===== config.mk =====
export PLATFORM = sky130hd
export DESIGN_NAME = mtf_cell
export DESIGN_NICKNAME = d
export VERILOG_FILES = /design/src/design/mtf_pkg.sv /design/src/design/mtf_cell.sv
export SDC_FILE = /design/constraint.sdc
export NUM_CORES = 1
export LEC_CHECK = 0
export ABC_CLOCK_PERIOD_IN_PS = 1000
export BUFFER_PORTS_ARGS = -buffer_cell sky130_fd_sc_hd__buf_4
export CAP_MARGIN = 20
export CORE_MARGIN = 1
export CORE_UTILIZATION = 36
export CTS_BUF_LIST = sky130_fd_sc_hd__clkbuf_16
export CTS_CLUSTER_SIZE = 8
export DETAILED_ROUTE_END_ITERATION = 16
export PLACE_DENSITY = 0.82
export SLEW_MARGIN = 25
export SYNTH_ARGS = -nofsm -noshare
export SYNTH_HDL_FRONTEND = slang
export SYNTH_SLANG_ARGS = --single-unit

===== constraint.sdc =====
create_clock -name clk_i -period 1 [get_ports clk_i]
set_input_delay 0.1 -clock clk_i [delete_from_list [all_inputs] [get_ports clk_i]]
set_output_delay 0.1 -clock clk_i [all_outputs]
set_load 0.05 [all_outputs]

===== src/design/mtf_pkg.sv =====
// ---------------------------------------------------------------------------
// mtf_pkg: shared types and constants of the move-to-front coder
// Holds the symbol width, the reduction group size, the sequencer states
// and the control bundle that the top level broadcasts to every cell.
// ---------------------------------------------------------------------------
package mtf_pkg;

  localparam int unsigned SYM_W      = 8;
  localparam int unsigned GROUP_SIZE = 16;

  typedef enum logic [2:0] {
    S_IDLE,
    S_MATCH,
    S_GROUP,
    S_FINAL,
    S_MOVE
  } mtf_state_e;

  // Broadcast control for the row of list cells
  typedef struct packed {
    logic             load_identity;
    logic             shift;
    logic             decode_mode;
    logic [SYM_W-1:0] sym;
    logic [SYM_W-1:0] pos;
  } mtf_ctrl_t;

endpackage


===== src/design/mtf_cell.sv =====
// ---------------------------------------------------------------------------
// mtf_cell: one entry of the order list
// Holds one byte, flags a match against the current symbol, and takes the
// value of its left neighbor when the list moves an entry at or behind it to the front.
// ---------------------------------------------------------------------------
module mtf_cell #(
  parameter int unsigned INDEX = 0
) (
  input  logic                      clk_i,
  input  logic                      rst_ni,
  input  mtf_pkg::mtf_ctrl_t        ctrl_i,
  input  logic [mtf_pkg::SYM_W-1:0] left_i,
  output logic [mtf_pkg::SYM_W-1:0] value_o,
  output logic                      hit_o
);
  import mtf_pkg::*;

  localparam logic [SYM_W-1:0] Idx = SYM_W'(INDEX);

  logic [SYM_W-1:0] value_q, value_d;
  logic             hit_q, hit_d;
  logic             in_span;

  // Cells at or ahead of the moved entry take part in the shift
  assign in_span = (Idx <= ctrl_i.pos);

  // Select the next entry value
  always_comb begin
    value_d = value_q;
    if (ctrl_i.load_identity) begin
      value_d = Idx;
    end else if (ctrl_i.shift && in_span) begin
      value_d = left_i;
    end
  end

  // Compare by position in decode mode, by content in encode mode
  assign hit_d = ctrl_i.decode_mode ? (ctrl_i.sym == Idx) : (ctrl_i.sym == value_q);

  always_ff @(posedge clk_i or negedge rst_ni) begin
    if (!rst_ni) begin
      value_q <= Idx;
      hit_q   <= 1'b0;
    end else begin
      value_q <= value_d;
      hit_q   <= hit_d;
    end
  end

  assign value_o = value_q;
  assign hit_o   = hit_q;

endmodule


==> impl_summary.log <==
INFO  metric status = finished, final reports clean
INFO  metric wl_per_cell = 13.3 um
INFO  metric design.die.area = 1440 um2
INFO  metric instances_no_fill = 88
INFO  metric cp.required = 1140 ps
INFO  metric cts_tree = done
INFO  metric timing.setup.tns = 0 ps
INFO  metric n_antenna_cell = 0
INFO  metric cts_htree_levels = 1
INFO  metric wire_length_of_the_first_global_routing_pass = 1840 um
INFO  metric fp_rows = 12
INFO  metric post_synth.cell_area_avg = 11.1 um2
INFO  metric post-cts-setup-buffer-count = 0
INFO  metric gr-usage-all-layers = 19.3%
INFO  metric grt_antenna_before_repair = 0
INFO  metric placement.setup.worst_slack = 4.01 ps
INFO  metric most-common-layout-cells = buf_4, mux2i_1, nor2_1, dfrtp_2, xnor2_2
INFO  metric ys_ff_latch = 9
INFO  metric synth_seq_area_share = 48.3%
INFO  metric flow.area_growth_from_synthesis = 77.2%
INFO  metric ctsRootBufferMaster = clkbuf_16
INFO  metric holdCritPathClass = input pin to flop
INFO  metric crit_slowest_cell = dfrtp_2
INFO  metric clock_latency = 230 ps
INFO  metric crit_type = flop to flop
INFO  metric detailedRoute.firstIterationViolations = 5
INFO  metric cpPeakStageDelay = 420 ps
INFO  metric drt_wl_total = 1170 um
INFO  metric final.setup_skew = 2.74 ps
INFO  metric detail_route_antenna_nets = 0
INFO  metric die_h = 38.0 um
INFO  metric critical_path.cell_chain = xnor2_2 > nand4_1 > o31ai_2
INFO  metric postSynthCellCount = 42
INFO  metric io_buffers = 29
INFO  metric detailedRoute.firstPassIterationCount = 4
INFO  metric grt_util_met1 = 22.5%
INFO  metric cts_sinks = 9
INFO  metric startpoint_type = flop
INFO  metric clock_tree.buffer_depth = 2
INFO  metric finalWorstSetupSlack = 2.45 ps
INFO  metric clk_transition_reported_paths = 40 ps
INFO  metric globalRoute.totalOverflow = 0
INFO  metric slew_headroom = 82.4%
INFO  metric num-nets-final = 104
INFO  metric synth_fp_nets = 71
INFO  metric top_level_port_count = 38
INFO  metric floorplan.die.width = 38.0 um
INFO  metric placedCellCount = 83
INFO  metric groute.layer.met3.usage = 5.23%
INFO  metric report.final.setup_viol = 0
INFO  metric period_needed = 998 ps
INFO  metric vias = 414
INFO  metric least_margin_pin_slew = 262 ps
INFO  metric tritoncts.num_buffers = 3
INFO  metric final-hold-violation-count = 0
INFO  metric drv.max_cap_violation_count = 0
INFO  metric end_kind = flop
INFO  metric gpl.final_weighted_congestion = 0.697
INFO  metric finalMaxSlewViolations = 0
INFO  metric largest_net_degree_at_the_start_of_global_routing = 10
INFO  metric cp_max_fo = 3
INFO  metric rsz_0062_raised_after_global_routing = true
INFO  metric layout-drive-gt1-share = 62.2%
INFO  metric layout_commonest_cell = buf_4
INFO  metric yosys_warnings = 0
INFO  metric core-area = 1160 um2
INFO  metric final_period_util = 99.8%
INFO  metric timing.hold.ws = 92.0 ps
INFO  metric power_per_cell_area = 1660 nW/um2
INFO  metric yosys.cell_types.count = 13
INFO  metric timing.critical_path.arrival = 1130 ps
INFO  metric p_leak = 0.408 nW
INFO  metric via_count_of_the_first_global_routing_pass = 430
INFO  metric post-route-drc-count = 0
INFO  metric syn-cell-area = 467 um2
INFO  metric fmaxAchievable = 1.00 GHz
INFO  metric gr-usage-met2 = 33.2%
INFO  metric floorplan.initialDensity = 40.4%
INFO  metric max-vdd-ir-drop = 1360 uV
INFO  metric grt-busiest-layer = met2
INFO  metric detail_route.vias_per_cell = 4.70
cell families after synthesis:
kind of cell | count (synthesis) | synth area share, %
simple gates | 14 | 14.5
flops | 9 | 48.3
xor+xnor | 8 | 15.0
mux | 8 | 17.2
buf+inv | 2 | 2.41
compound gates | 1 | 2.68
what timing repair did:
action	CTS	global route
pin swaps	1	1
endpoints found under the hold margin	9	0
setup endpoints to repair	1	1
hold buffers	1	0
gates resized for setup	1	4
per-stage QoR:
| step | util (%) | power (mW) | instance area [um2] |
|---|---|---|---|
| after CTS | 68.9 | 1.37 | 797 |
| after detailed placement | 60.6 | 0.666 | 701 |
| after global routing | 71.5 | 1.43 | 827 |
| final | 71.5 | 1.38 | 827 |
| after floorplan | - | 0.551 | 477 |
| after global placement | 60.6 | 0.661 | 701 |
worst max-delay path: cells and delay by family, from the launching register on:
kind	cells	cell delay, ps
AO/OA/AOI/OAI	1	190
flip-flops	1	420
AND/OR/NAND/NOR	1	130
XOR/XNOR	1	150
cells in the mapped netlist (all sizes together):
cell	instances	area share, %
xnor2	8	15
nor2	8	6.4
nor4	1	1.3
dfrtp	9	48
nor3	1	1.1
nand2b	1	1.3
buf	2	2.4
nand4b	1	1.9
nand4	1	1.3
mux2i	8	17
nand3	1	1.1
o31ai	1	2.7
metal layers:
layer | vias up | share of wire (%) | wire [um]
li1 | 206 | - | -
met1 | 190 | 44 | 512
met2 | 18 | 50 | 585
met3 | 0 | 5.8 | 68
met4 | 0 | 0 | 0
met5 | - | 0 | 0
power by group:
| group | switching, mW | leakage, nW | total (mW) | internal, mW |
|---|---|---|---|---|
| combinational | 0.140 | 0.258 | 0.274 | 0.134 |
| clock | 0.170 | 0.0423 | 0.692 | 0.522 |
| sequential | 0.0225 | 0.109 | 0.410 | 0.388 |
path summary, 6_finish.rpt:
kind | startpoint | to | slack, ps | cells past startpoint
max | value_o[1] | hit_o | 2 | 3
min | ctrl_i[18] | value_o[3] | 90 | 2
max reg2reg | value_o[1] | hit_o | 2 | 3
min reg2reg | value_o[4] | value_o[4] | 550 | 2
max in group asynchronous | rst_ni | value_o[2] | 620 | 2
min in group asynchronous | rst_ni | value_o[1] | 230 | 2
state kept, by name (all words and copies together) (netlist names):
register and flops:
hit_o 1, value_o 8
area by class of cell:
class | count | area, um2
fillers | 94 | 329
clock inverters | 1 | 3.75
repair buffers | 30 | 228
multi-input cells | 31 | 268
clock buffers | 3 | 75.1
well taps | 14 | 17.5
flip-flops and latches | 9 | 235
No activity file was read; power rests on OpenSTA's default activity.
